===== src/hdl/mmps_pkg.sv =====
package mmps_pkg;

   localparam int MAX_CUTS_DEF    = 1024;
   localparam int LENGTH_BITS_DEF = 30;
   localparam int CUTS_W          = 11;
   localparam int NEED_W          = CUTS_W + 1;
   localparam int QUEUE_DEPTH     = 2;

   typedef enum logic {
      CSR_TOTAL_LENGTH = 1'b0,
      CSR_CUTS_TO_MAKE = 1'b1
   } csr_index_type;

   typedef enum logic [2:0] {
      ST_IDLE,
      ST_SPAN,
      ST_MID,
      ST_SCAN,
      ST_DONE
   } search_state_type;

endpackage


===== src/hdl/mmps_back.sv =====
module mmps_back #(
   parameter int MAX_CUTS    = mmps_pkg::MAX_CUTS_DEF,
   parameter int LENGTH_BITS = mmps_pkg::LENGTH_BITS_DEF,
   localparam int IDX_W  = $clog2(MAX_CUTS + 1),
   localparam int ADDR_W = (MAX_CUTS > 1) ? $clog2(MAX_CUTS) : 1,
   localparam int JOB_W  = IDX_W + 2 * LENGTH_BITS + mmps_pkg::NEED_W + 1
) (
   input  logic                   clock,
   input  logic                   reset,
   input  logic                   pop_avail,
   output logic                   pop,
   input  logic [JOB_W-1:0]       pop_data,
   output logic                   rd_en,
   output logic [ADDR_W-1:0]      rd_addr,
   input  logic [LENGTH_BITS-1:0] rd_data,
   output logic                   busy,
   output logic                   rsp_valid,
   input  logic                   rsp_stall,
   output logic [LENGTH_BITS-1:0] rsp_best_length,
   output logic                   rsp_overflow
);

   localparam int L      = LENGTH_BITS;
   localparam int NEED_W = mmps_pkg::NEED_W;

   mmps_pkg::search_state_type state_ff, state_in;

   logic [IDX_W-1:0]  j_count;
   logic [L-1:0]      j_final;
   logic [L-1:0]      j_total;
   logic [NEED_W-1:0] j_need;
   logic              j_drop;

   logic [IDX_W-1:0]  count_ff, count_in;
   logic [L-1:0]      final_ff, final_in;
   logic [NEED_W-1:0] need_ff, need_in;
   logic              drop_ff, drop_in;
   logic [L-1:0]      lo_ff, lo_in;
   logic [L-1:0]      hi_ff, hi_in;
   logic [L-1:0]      half_ff, half_in;
   logic [L-1:0]      m_ff, m_in;
   logic [L:0]        cur_ff, cur_in;
   logic [NEED_W-1:0] cnt_ff, cnt_in;
   logic [IDX_W-1:0]  iss_idx_ff, iss_idx_in;
   logic              iss_on_ff, iss_on_in;
   logic              tag_v_ff, tag_v_in;
   logic              tag_final_ff, tag_final_in;
   logic              rsp_valid_ff, rsp_valid_in;
   logic [L-1:0]      best_ff, best_in;
   logic              ovf_ff, ovf_in;

   logic [L-1:0]      span;
   logic              span_big;
   logic [L:0]        piece;
   logic [L:0]        sum;
   logic              hit;
   logic [NEED_W-1:0] cnt_inc;
   logic              good;
   logic              step_end;
   logic              rsp_load;

   assign {j_count, j_final, j_total, j_need, j_drop} = pop_data;

   assign span     = hi_ff - lo_ff;
   assign span_big = (span > L'(1));

   // the last piece of a set lives in the job, not in the store
   assign piece    = tag_final_ff ? {1'b0, final_ff} : {1'b0, rd_data};
   assign sum      = cur_ff + piece;
   assign hit      = (sum >= {1'b0, m_ff});
   assign cnt_inc  = cnt_ff + NEED_W'(1);
   assign good     = hit && (cnt_inc >= need_ff);
   assign step_end = tag_v_ff && (good || tag_final_ff);
   assign rsp_load = (state_ff == mmps_pkg::ST_DONE) && (!rsp_valid_ff || !rsp_stall);

   always_comb begin
      state_in = state_ff;
      unique case (state_ff)
         mmps_pkg::ST_IDLE: if (pop_avail) state_in = mmps_pkg::ST_SPAN;
         mmps_pkg::ST_SPAN: state_in = span_big ? mmps_pkg::ST_MID : mmps_pkg::ST_DONE;
         mmps_pkg::ST_MID:  state_in = mmps_pkg::ST_SCAN;
         mmps_pkg::ST_SCAN: if (step_end) state_in = mmps_pkg::ST_SPAN;
         mmps_pkg::ST_DONE: if (rsp_load) state_in = mmps_pkg::ST_IDLE;
         default:           state_in = mmps_pkg::ST_IDLE;
      endcase
   end

   always_comb begin
      pop          = 1'b0;
      rd_en        = 1'b0;
      count_in     = count_ff;
      final_in     = final_ff;
      need_in      = need_ff;
      drop_in      = drop_ff;
      lo_in        = lo_ff;
      hi_in        = hi_ff;
      half_in      = half_ff;
      m_in         = m_ff;
      cur_in       = cur_ff;
      cnt_in       = cnt_ff;
      iss_idx_in   = iss_idx_ff;
      iss_on_in    = iss_on_ff;
      tag_v_in     = 1'b0;
      tag_final_in = tag_final_ff;
      unique case (state_ff)
         mmps_pkg::ST_IDLE: begin
            if (pop_avail) begin
               pop      = 1'b1;
               count_in = j_count;
               final_in = j_final;
               need_in  = j_need;
               drop_in  = j_drop;
               lo_in    = '0;
               hi_in    = j_total;
            end
         end
         mmps_pkg::ST_SPAN: begin
            half_in = span >> 1;
         end
         mmps_pkg::ST_MID: begin
            m_in       = lo_ff + half_ff;
            iss_idx_in = '0;
            iss_on_in  = 1'b1;
            cur_in     = '0;
            cnt_in     = '0;
         end
         mmps_pkg::ST_SCAN: begin
            if (iss_on_ff) begin
               rd_en        = (iss_idx_ff != count_ff);
               tag_v_in     = 1'b1;
               tag_final_in = (iss_idx_ff == count_ff);
               if (iss_idx_ff == count_ff) begin
                  iss_on_in = 1'b0;
               end else begin
                  iss_idx_in = iss_idx_ff + IDX_W'(1);
               end
            end
            if (tag_v_ff) begin
               if (good) begin
                  lo_in     = m_ff;
                  iss_on_in = 1'b0;
                  tag_v_in  = 1'b0;
               end else if (tag_final_ff) begin
                  hi_in     = m_ff;
                  iss_on_in = 1'b0;
                  tag_v_in  = 1'b0;
               end else if (hit) begin
                  cur_in = '0;
                  cnt_in = cnt_inc;
               end else begin
                  cur_in = sum;
               end
            end
         end
         mmps_pkg::ST_DONE: begin
            iss_on_in = 1'b0;
         end
         default: begin
            iss_on_in = 1'b0;
         end
      endcase
   end

   always_comb begin
      best_in      = best_ff;
      ovf_in       = ovf_ff;
      rsp_valid_in = rsp_valid_ff && rsp_stall;
      if (rsp_load) begin
         best_in      = lo_ff;
         ovf_in       = drop_ff;
         rsp_valid_in = 1'b1;
      end
   end

   always_ff @(posedge clock) begin
      if (reset) begin
         state_ff     <= mmps_pkg::ST_IDLE;
         iss_on_ff    <= 1'b0;
         tag_v_ff     <= 1'b0;
         rsp_valid_ff <= 1'b0;
      end else begin
         state_ff     <= state_in;
         iss_on_ff    <= iss_on_in;
         tag_v_ff     <= tag_v_in;
         rsp_valid_ff <= rsp_valid_in;
      end
   end

   always_ff @(posedge clock) begin
      count_ff     <= count_in;
      final_ff     <= final_in;
      need_ff      <= need_in;
      drop_ff      <= drop_in;
      lo_ff        <= lo_in;
      hi_ff        <= hi_in;
      half_ff      <= half_in;
      m_ff         <= m_in;
      cur_ff       <= cur_in;
      cnt_ff       <= cnt_in;
      iss_idx_ff   <= iss_idx_in;
      tag_final_ff <= tag_final_in;
      best_ff      <= best_in;
      ovf_ff       <= ovf_in;
   end

   assign rd_addr         = iss_idx_ff[ADDR_W-1:0];
   assign busy            = (state_ff != mmps_pkg::ST_IDLE);
   assign rsp_valid       = rsp_valid_ff;
   assign rsp_best_length = best_ff;
   assign rsp_overflow    = ovf_ff;

endmodule


===== config.mk =====
export PLATFORM = sky130hd
export DESIGN_NAME = mmps_back
export DESIGN_NICKNAME = d
export VERILOG_FILES = /design/src/hdl/mmps_pkg.sv /design/src/hdl/mmps_back.sv
export SDC_FILE = /design/constraint.sdc
export NUM_CORES = 1
export LEC_CHECK = 0
export ABC_AREA = 1
export BUFFER_PORTS_ARGS = -buffer_cell sky130_fd_sc_hd__buf_2
export CAP_MARGIN = 20
export CORE_MARGIN = 5
export CORE_UTILIZATION = 60
export CTS_CLUSTER_DIAMETER = 60
export DETAILED_ROUTE_END_ITERATION = 6
export GPL_ROUTABILITY_DRIVEN = 0
export PLACE_DENSITY = 0.81
export SYNTH_ARGS = -nofsm -noshare
export SYNTH_HDL_FRONTEND = slang
export SYNTH_SLANG_ARGS = --single-unit

===== constraint.sdc =====
create_clock -name clock -period 9.8 [get_ports clock]
set_clock_uncertainty 0.1 [all_clocks]
set_input_delay 1.96 -clock clock [delete_from_list [all_inputs] [get_ports clock]]
set_output_delay 1.96 -clock clock [all_outputs]
set_load 0.01 [all_outputs]

-- Yosys cells after proc, flatten, opt, wreduce, memory -nomap -nowiden
Cells that the tools add are included.
- bits in registers: 265
- word-level logic and storage cells: 109
- bitwise operators: 1
- reduce and logical (&&, ||, !) cells: 22
- equal/unequal tests: 17
- $add $sub $neg: 5
- order comparisons: 3
- mux-type cells: 43
- operators with widths (operator ; number):
    $mux W30 ; 8
    $mux W31 ; 4
    $pmux W30 S2 ; 2
    $pmux W31 S2 ; 1
    $mux W12 ; 4
    $add A31 B30 Y31 ; 1
    $ge A31 B30 Y1 ; 1
    $add A30 B29 Y30 ; 1
    $gt A30 B1 Y1 const B ; 1
    $sub A30 B30 Y30 ; 1
    $pmux W12 S2 ; 1
    $mux W11 ; 2
    $ne A2 B2 Y1 const B ; 11
    $pmux W11 S2 ; 1
    $pmux W3 S5 ; 1
    $mux W1 ; 14
    $add A12 B1 Y12 const B ; 1
    $ge A12 B12 Y1 ; 1
    $mux W3 ; 4
    $add A11 B1 Y11 const B ; 1
    $eq A11 B11 Y1 ; 1
    $ne A11 B11 Y1 ; 1
    $reduce_and A5 Y1 ; 2
    $reduce_and A4 Y1 ; 2
    other kinds (14) ; 24

-- Depth between registers and ports, before layout
Gate-level depths: netlist of the first run.
- word-level depth: 8
- depth in mapped cells: 33

-- Worst setup path before layout of the first run
Ideal clock, no wire load.
- path kind: input to register
- start: input port rd_data[1]
- end: register lo_ff[0] (enable)
- stages on the path: 24
- required time: 9273 ps
- buffers on the path: 0
- setup slack: 3045 ps
- arrival time: 6228 ps
- library setup time: 427 ps
- path through: o21ai_0 -> inv_1 -> ha_1 -> nand3_1 -> nand2_1 -> a21oi_1 -> nor4_1 -> nor2_1 -> o21ai_0 -> nand3_1 -> o211ai_1 -> xnor2_1 -> inv_1 -> ha_1 -> nand2_1 -> nor2_1 -> nand3_1 -> nor2_1 -> a31oi_1 -> o211ai_2 -> inv_2 -> nand2_2 -> nand3_1 -> a21oi_1
- cells in the longest elaborated chain, start to end: 6
- RTL lines (item ; RTL line ; source):
    start: declaration ; mmps_back.sv:15 ; input logic [LENGTH_BITS-1:0] rd_data,
    $mux W30 ; mmps_back.sv:68 ; assign piece = tag_final_ff ? {1'b0, final_ff} : {1'b0, rd_data};
    $add A31 B30 Y31 ; mmps_back.sv:69 ; assign sum = cur_ff + piece;
    via sum[21] ; mmps_back.sv:55 ; logic [L:0] sum;
    $ge A31 B30 Y1 ; mmps_back.sv:70 ; assign hit = (sum >= {1'b0, m_ff});
    $logic_and A1 B1 Y1 ; mmps_back.sv:72 ; assign good = hit && (cnt_inc >= need_ff);
    $ne A2 B2 Y1 (no source line) ; - ;
    $reduce_and A4 Y1 (no source line) ; - ;
    end signal: assignment ; mmps_back.sv:194 ; lo_ff <= lo_in;
    end: declaration ; mmps_back.sv:38 ; logic [L-1:0] lo_ff, lo_in;
The timed path passes the listed nets, and every way through them passes these cells.
A chain may end at the register's enable or synchronous reset.

-- Worst setup path after layout of the first run
- start: register tag_final_ff
- end: register cnt_ff[5] (enable)
- cells in the longest elaborated chain, start to end: 6
- elaborated cells between the ends (all ways): 8
- RTL lines (item ; RTL line ; source):
    start: declaration ; mmps_back.sv:47 ; logic tag_final_ff, tag_final_in;
    start signal: assignment ; mmps_back.sv:201 ; tag_final_ff <= tag_final_in;
    $mux W30 (*) ; mmps_back.sv:68 ;
    $add A31 B30 Y31 (*) ; mmps_back.sv:69 ;
    via sum[21] ; mmps_back.sv:55 ;
    $ge A31 B30 Y1 (*) ; mmps_back.sv:70 ;
    $logic_and A1 B1 Y1 ; mmps_back.sv:72 ;
    $ne A2 B2 Y1 (no source line) ; - ;
    $reduce_and A5 Y1 (no source line) (*) ; - ;
    end signal: assignment ; mmps_back.sv:199 ; cnt_ff <= cnt_in;
    end: declaration ; mmps_back.sv:43 ; logic [NEED_W-1:0] cnt_ff, cnt_in;
The timed path passes the listed nets; every way through them passes the cells marked *.

==> impl_metrics.json, run 1 <==
{
  "synth_xor_area_share_pct": 4.04,
  "hpwl_um": 32300,
  "crit_required_ns": 9.95,
  "ys_ff_latch": 265,
  "rows": 61,
  "cpPeakStageDelay_ns": 1.04,
  "setup_slack_ns": 3.63,
  "layout_common_cells": "nand2_1 (498), inv_1 (312), edfxtp_1 (259)",
  "final_util_pct": 68.6,
  "fillers": 2154,
  "synth_top_family_by_area": "simple AND/OR/NAND/NOR gates",
  "fin_nets": 2357,
  "crit_path_max_fanout": 32,
  "critPathMostFrequentCell": "nand2_1",
  "vias_per_cell": 5.52,
  "synth_fp_nets": 2183,
  "ys_seq_area_share_pct": 47.4,
  "cts_tree": "built",
  "intPower_w": 0.00296,
  "fmax_mhz": 162,
  "clk_path_buf_depth": 3,
  "clkPwrFrac_pct": 23.4,
  "start_kind": "register",
  "wl_per_cell_um": 16.9,
  "power_leakage_nw": 9.06,
  "crit_arrival_ns": 6.32,
  "synth_compound_area_share_pct": 8.47,
  "grt_max_degree": 66,
  "ys.warnings.count": 0,
  "cts_root_buf": "clkbuf_16",
  "worst_pin_slew_ns": 1.06,
  "cts_resized": 0,
  "holdBufCountCts": 0,
  "io_pins": 163,
  "final_hold_viol_count": 0,
  "switching_power_w": 0.00198,
  "dieArea_mm2": 0.0312,
  "finalMaxSlewViolations": 0,
  "grt_pass1_vias": 13500,
  "fp.dieH_um": 177,
  "vias": 13800,
  "start_util_pct": 60.3,
  "route.detailed.drc": 0,
  "antenna_found_initial": 0,
  "drv_cap": 0,
  "status": "completed",
  "grt_usage_pct": 26.6,
  "combPwrFrac_pct": 43.2,
  "yosys-mux-area-fraction_pct": 0,
  "crit_type": "register to register",
  "reg2reg_slack_ns": 3.63,
  "p_per_area_mw_per_mm2": 260,
  "numPortBuffers": 162,
  "firstDrtPassIters": 6,
  "cpMaxStageDelayCell": "edfxtp_1",
  "area_growth_pct": 13.7,
  "synth.largest_area_cell": "edfxtp_1",
  "rsz0062_at_grt": "false",
  "clock_latency_ns": 0.57,
  "irDropWorstVdd_mv": 0.151,
  "synthAdderAreaFrac_pct": 10.3,
  "final_common_cell": "nand2_1",
  "synth.top_cell.area_share_pct": 46.7,
  "h-tree-depth": 1,
  "grt_pass1_wl_um": 66600,
  "multi_input_area_mm2": 0.00743,
  "seq_power_share_pct": 33.5,
  "drive_gt1_share_pct": 14.4,
  "ys_types": 52,
  "sw_frac_of_total_pct": 40.1,
  "core_mm2": 0.0276,
  "drtAntennaViolNets": 0,
  "post-cts-setup-buffers": 0,
  "clk_pin_slew_ns": 0.06,
  "ff_latch_area_mm2": 0.00790,
  "cts-buffers-inserted": 30,
  "drt_iter0_drc": 1597,
  "min_period_over_period_pct": 62.9,
  "fin_tns_setup_ns": 0,
  "cts_sinks": 265,
  "final.min_clock_period_ns": 6.17,
  "maxSlewHeadroom_pct": 29.5,
  "fp.dieW_um": 177,
  "grt-ovfl-total": 0,
  "synth.avg_cell_area_um2": 8.64,
  "crit_path_end_kind": "register",
  "diodes": 0,
  "synth.cell_area_mm2": 0.0167,
  "post_synth_inst_count": 1930,
  "hold_path.class": "register to register",
  "synth_area_leaders": "edfxtp_1 (47%), nand2_1 (11%), ha_1 (9.9%)",
  "setup_viol": 0,
  "place_ws_ns": 2.92,
  "routed_wl_um": 42200,
  "synth-simple-area-share_pct": 21.6
}
-- flip-flops by register name, indices dropped and copies added (netlist names), 29 cells and up --
register         cells
m_ff                30
final_ff            30
hi_ff               30
cur_ff              31
lo_ff               30
rsp_best_length     30
half_ff             29
-- power by group through the flow --
stage                     registers [W]  logic [W]  clock network (W)
after floorplan                 0.00163    0.00151                  0
after global placement          0.00166    0.00197                  0
after detailed placement        0.00167    0.00204                  0
after CTS                       0.00165    0.00207            0.00117
after global routing            0.00167    0.00236            0.00122
final                           0.00165    0.00213            0.00115
-- path summary, 6_finish.rpt --
check                                 end  depth (start not counted)                    from
setup reg to reg  cnt_ff[5]$_SDFFCE_PN0P_                         31  tag_final_ff$_DFFE_PP_
setup / recovery  cnt_ff[5]$_SDFFCE_PN0P_                         31  tag_final_ff$_DFFE_PP_
hold reg to reg    rsp_overflow$_DFFE_PP_                          0       drop_ff$_DFFE_PP_
hold / removal     rsp_overflow$_DFFE_PP_                          0       drop_ff$_DFFE_PP_
-- kinds of logic after synthesis --
logic type,count (synthesis)
AND/OR/NAND/NOR,853
buffers and inverters,355
flip-flops,265
AO/OA/AOI/OAI,245
adder cells (fa/ha/maj),135
XOR/XNOR,76
other,1
-- cells in the mapped netlist (all sizes together) --
cell / number
nand2: 513
nor4: 4
clkbuf: 16
a31o: 2
o21a: 5
ha: 132
a31oi: 14
a21oi: 114
nor3b: 3
nand3b: 1
inv: 323
xor2: 42
nor3: 32
o2111ai: 1
o21ai: 73
fa: 3
and2: 3
and3: 1
a211oi: 1
o31ai: 1
or2: 4
nand4: 17
conb: 1
xnor2: 34
dfxtp: 6
buf: 16
edfxtp: 259
nor2: 195
o221ai: 2
a21boi: 5
o211ai: 3
a21o: 11
nand3: 80
o21bai: 12
o22ai: 1
-- cell type report --
class / instances / area share, %
Clock inverter: 17 / 1.02
Clock buffer: 37 / 4.32
Multi-Input combinational cell: 1310 / 39.2
Tap cell: 378 / 2.50
Sequential cell: 265 / 41.7
Inverter: 323 / 6.40
Timing Repair Buffer: 174 / 4.86
-- critical path, delay by kind of cell, from the launching register on --
kind | cells | cell delay, ns
xor+xnor | 1 | 0.20
flops | 1 | 1.04
simple gates | 15 | 1.60
compound gates | 7 | 1.47
fa+ha+maj | 2 | 0.54
buf+inv | 6 | 0.88
-- routing by layer --
layer,vias to the layer above,GRT usage (%),part of all wire [%]
met3,113,3.59,8.2
met2,652,45.2,47
li1,6692,-,-
met5,-,0,0
met1,6358,35.4,41
met4,0,9.06,3.8
-- per-stage QoR --
stage | std cells | area (µm²) | total power (W) | hold slack, ns
after global routing | 2504 | 19000 | 0.00525 | 0.339
final | 2504 | 19000 | 0.00493 | 0.319
after floorplan | 1930 | 16700 | 0.00315 | 0.300
after detailed placement | 2449 | 17900 | 0.00371 | 0.306
after CTS | 2503 | 18900 | 0.00489 | 0.321
after global placement | 2448 | 17900 | 0.00364 | 0.300
Note: power is estimated with default switching activity, not from simulation.
==> inputs of run 2 (changes only) <==
--- a/config.mk
+++ b/config.mk
@@ -5,15 +5,15 @@
 export SDC_FILE = /design/constraint.sdc
 export NUM_CORES = 1
 export LEC_CHECK = 0
-export ABC_AREA = 1
+export ABC_AREA = 0
 export BUFFER_PORTS_ARGS = -buffer_cell sky130_fd_sc_hd__buf_2
 export CAP_MARGIN = 20
 export CORE_MARGIN = 5
-export CORE_UTILIZATION = 60
+export CORE_UTILIZATION = 54
 export CTS_CLUSTER_DIAMETER = 60
 export DETAILED_ROUTE_END_ITERATION = 6
 export GPL_ROUTABILITY_DRIVEN = 0
-export PLACE_DENSITY = 0.81
+export PLACE_DENSITY = 0.77
 export SYNTH_ARGS = -nofsm -noshare
 export SYNTH_HDL_FRONTEND = slang
 export SYNTH_SLANG_ARGS = --single-unit
==> constraint.sdc (replaced) <==
create_clock -name clock -period 5.4 [get_ports clock]
set_clock_uncertainty 0.1 [all_clocks]
set_input_delay 1.08 -clock clock [delete_from_list [all_inputs] [get_ports clock]]
set_output_delay 1.08 -clock clock [all_outputs]
set_load 0.01 [all_outputs]
==> run 2 against run 1 <==
Effect of this change: sequential share of layout area rose by 1.5 points; critical path depth down 10; setup slack worse by 3.4 ns; register-to-register slack worse by 3.4 ns; non-clock buffer count increased by 34; sequential power rose by 53%; total power up 18%; final area shrank 3.4%; cell count down 20%; via count is 18% lower; critical path type unchanged; largest cell class unchanged.
==> impl_metrics.json, run 2 <==
{
  "drt_iter0_drc": 852,
  "h-tree-depth": 1,
  "clk_pin_slew_ns": 0.06,
  "setup_viol": 0,
  "fp.dieW_um": 180,
  "layout_common_cells": "edfxtp_1 (259), buf_2 (162), ha_1 (130)",
  "start_util_pct": 54.5,
  "reg2reg_slack_ns": 0.24,
  "crit_path_end_kind": "register",
  "route.detailed.drc": 0,
  "routed_wl_um": 36500,
  "rows": 62,
  "post_synth_inst_count": 1389,
  "drive_gt1_share_pct": 19.9,
  "largest_reg_flops": 31,
  "fp.dieH_um": 180,
  "place_ws_ns": -0.322,
  "firstDrtPassIters": 5,
  "endpoint": "cur_ff[14]$_SDFFCE_PP0P_",
  "dieArea_mm2": 0.0324,
  "drtAntennaViolNets": 0,
  "worstSetupStartpoint": "tag_final_ff$_DFFE_PP_",
  "cpPeakStageDelay_ns": 0.38,
  "crit_family": "compound AO/OA/AOI/OAI gates",
  "crit_path_max_fanout": 15,
  "min_period_over_period_pct": 95.6,
  "worst_pin_slew_ns": 0.917,
  "r2r_start": "tag_final_ff$_DFFE_PP_",
  "final.min_clock_period_ns": 5.16,
  "wl_per_cell_um": 18.3,
  "cp_num_buf_inv": 3,
  "start_kind": "register",
  "post-cts-setup-buffers": 0,
  "crit_cells": 21,
  "final_common_cell": "edfxtp_1",
  "sw_frac_of_total_pct": 28.6,
  "combPwrFrac_pct": 23.3,
  "reg2regPathDepth": 21,
  "final_util_pct": 63.9,
  "antenna_found_initial": 0,
  "clk_path_buf_depth": 3,
  "fmax_mhz": 194,
  "cpMaxStageDelayCell": "edfxtp_1",
  "status": "completed",
  "synth.avg_cell_area_um2": 11.2,
  "switching_power_w": 0.00167,
  "r2r_end": "cur_ff[14]$_SDFFCE_PP0P_",
  "clock_latency_ns": 0.57,
  "grt_pass1_vias": 11100,
  "drv_cap": 0,
  "cts_root_buf": "clkbuf_16",
  "grt_usage_pct": 21.7,
  "synth.cell_area_mm2": 0.0156,
  "irDropWorstVdd_mv": 0.253,
  "crit_type": "register to register",
  "maxSlewHeadroom_pct": 37.3,
  "cts_tree": "built",
  "synth_flop_cell": "edfxtp_1",
  "ys_ff_latch": 265,
  "finalMaxSlewViolations": 0,
  "power_leakage_nw": 7.77,
  "cts_sinks": 265,
  "fin_tns_setup_ns": 0,
  "diodes": 0,
  "synth.top_cell.area_share_pct": 49.8,
  "grt-ovfl-total": 0,
  "hpwl_um": 27700,
  "setup_slack_ns": 0.240,
  "clkPwrFrac_pct": 33.3,
  "grt_max_degree": 56,
  "vias_per_cell": 5.69,
  "placedCellCount": 1941,
  "ys.warnings.count": 0,
  "synth_fp_nets": 1642,
  "hold_path.class": "register to register",
  "ys_seq_area_share_pct": 50.6,
  "core_mm2": 0.0286,
  "synth-async-reset-ratio_pct": 0,
  "numPortBuffers": 162,
  "crit_arrival_ns": 5.32,
  "ys_types": 76,
  "synth.largest_area_cell": "edfxtp_1",
  "top_register": "cur_ff",
  "path_cells": "buf_12 -> mux2_2 -> ha_2 -> inv_1 -> fa_2 -> nor2b_1 -> o31a_1 -> o31a_1 -> o21ai_2 -> o2111ai_2 -> o2111ai_2 -> a21oi_1 -> a221o_1 -> xor2_2 -> ha_1 -> a21o_1 -> a21oi_1 -> o311ai_4 -> o21ai_4 -> a41o_4 -> buf_12",
  "cts-buffers-inserted": 31,
  "vias": 11400,
  "final_hold_viol_count": 0,
  "synth_edf_count": 259,
  "p_per_area_mw_per_mm2": 318,
  "synth.most_common_cell": "edfxtp_1",
  "synth_area_leaders": "edfxtp_1 (50%), ha_1 (11%), a21o_1 (3.7%)",
  "io_pins": 163,
  "fin_nets": 1845,
  "ys_top_cells_by_count": "edfxtp_1 (259), ha_1 (132), nor2_1 (112), inv_1 (110), a21oi_1 (81)",
  "area_growth_pct": 17.2,
  "intPower_w": 0.00416,
  "finalNonFillerCells": 2001,
  "seq_power_share_pct": 43.4,
  "grt_pass1_wl_um": 57800,
  "crit_required_ns": 5.56
}
## run 2: changes by cell type in the layout (fill, tap and decap cells not counted), moves of 25 or more
cell,delta
o21ai_0,-25
and3_1,+40
a21oi_1,-33
mux2_2,+29
inv_1,-203
nand2_1,-453
nor2_1,-62
a21o_1,+65
xnor2_1,+28
nand3_1,-41
## run 2: cell type report
type | instances | area [µm²]
timing repair buffer | 208 | 1290
multi-input combinational | 976 | 7270
clock inverter | 16 | 129
sequential | 265 | 7900
fill | 2230 | 10300
clock buffer | 42 | 827
tap | 384 | 480
inverter | 110 | 413
## run 2: power groups by stage
stage | clock network [W] | registers [W] | logic (W)
finish | 0.00194 | 0.00253 | 0.00136
global route | 0.00207 | 0.00254 | 0.00150
CTS | 0.00198 | 0.00253 | 0.00133
detailed placement | 0 | 0.00257 | 0.00132
global placement | 0 | 0.00257 | 0.00128
floorplan | 0 | 0.00254 | 0.000954
## run 2: metal layers
metal | vias up | GRT usage (%) | share of wire (%)
li1 | 5584 | - | -
met1 | 5318 | 31.1 | 45
met2 | 433 | 35.2 | 46
met3 | 60 | 3.03 | 7.0
met4 | 0 | 5.78 | 2.6
met5 | - | 0 | 0
## run 2: worst min-delay path by stage
| stage | start | end | slack (ns) | depth (start not counted) |
|---|---|---|---|---|
| floorplan | drop_ff$_DFFE_PP_ | rsp_overflow$_DFFE_PP_ | 0.30 | 0 |
| global route | drop_ff$_DFFE_PP_ | rsp_overflow$_DFFE_PP_ | 0.37 | 0 |
| global placement | drop_ff$_DFFE_PP_ | rsp_overflow$_DFFE_PP_ | 0.30 | 0 |
| finish | drop_ff$_DFFE_PP_ | rsp_overflow$_DFFE_PP_ | 0.35 | 0 |
| detailed placement | drop_ff$_DFFE_PP_ | rsp_overflow$_DFFE_PP_ | 0.32 | 0 |
| CTS | drop_ff$_DFFE_PP_ | rsp_overflow$_DFFE_PP_ | 0.35 | 0 |
## run 2: logic make-up after synthesis
logic type	after synthesis	synth area share, %
flops	265	50.6
mux	33	2.36
xor+xnor	98	5.50
simple gates	374	12.3
fa+ha+maj	135	11.0
buf+inv	148	3.85
compound gates	335	14.4
other cells	1	0.0240
## run 2: worst register-to-register path, cell delays in order (launching register included)
cell and delay (ns):
edfxtp_1 0.38, buf_12 0.16, mux2_2 0.37, ha_2 0.17
inv_1 0.07, fa_2 0.20, nor2b_1 0.05, o31a_1 0.27
o31a_1 0.29, o21ai_2 0.22, o2111ai_2 0.18, o2111ai_2 0.15
a21oi_1 0.13, a221o_1 0.37, xor2_2 0.18, ha_1 0.31
a21o_1 0.16, a21oi_1 0.26, o311ai_4 0.19, o21ai_4 0.24
a41o_4 0.28, buf_12 0.15
## run 2: what timing repair did
action	in CTS	in global routing
hold buffers	0	0
setup endpoints to repair	0	87
resized for setup	0	6
## run 2: through the flow
stage | instance area (µm²) | total power (W) | hold slack (ns)
3_3_place_gp | 17300 | 0.00384 | 0.301
6_report | 18300 | 0.00582 | 0.354
4_1_cts | 18200 | 0.00584 | 0.355
2_1_floorplan | 15700 | 0.00350 | 0.300
3_5_place_dp | 17300 | 0.00389 | 0.322
5_1_grt | 18300 | 0.00611 | 0.369
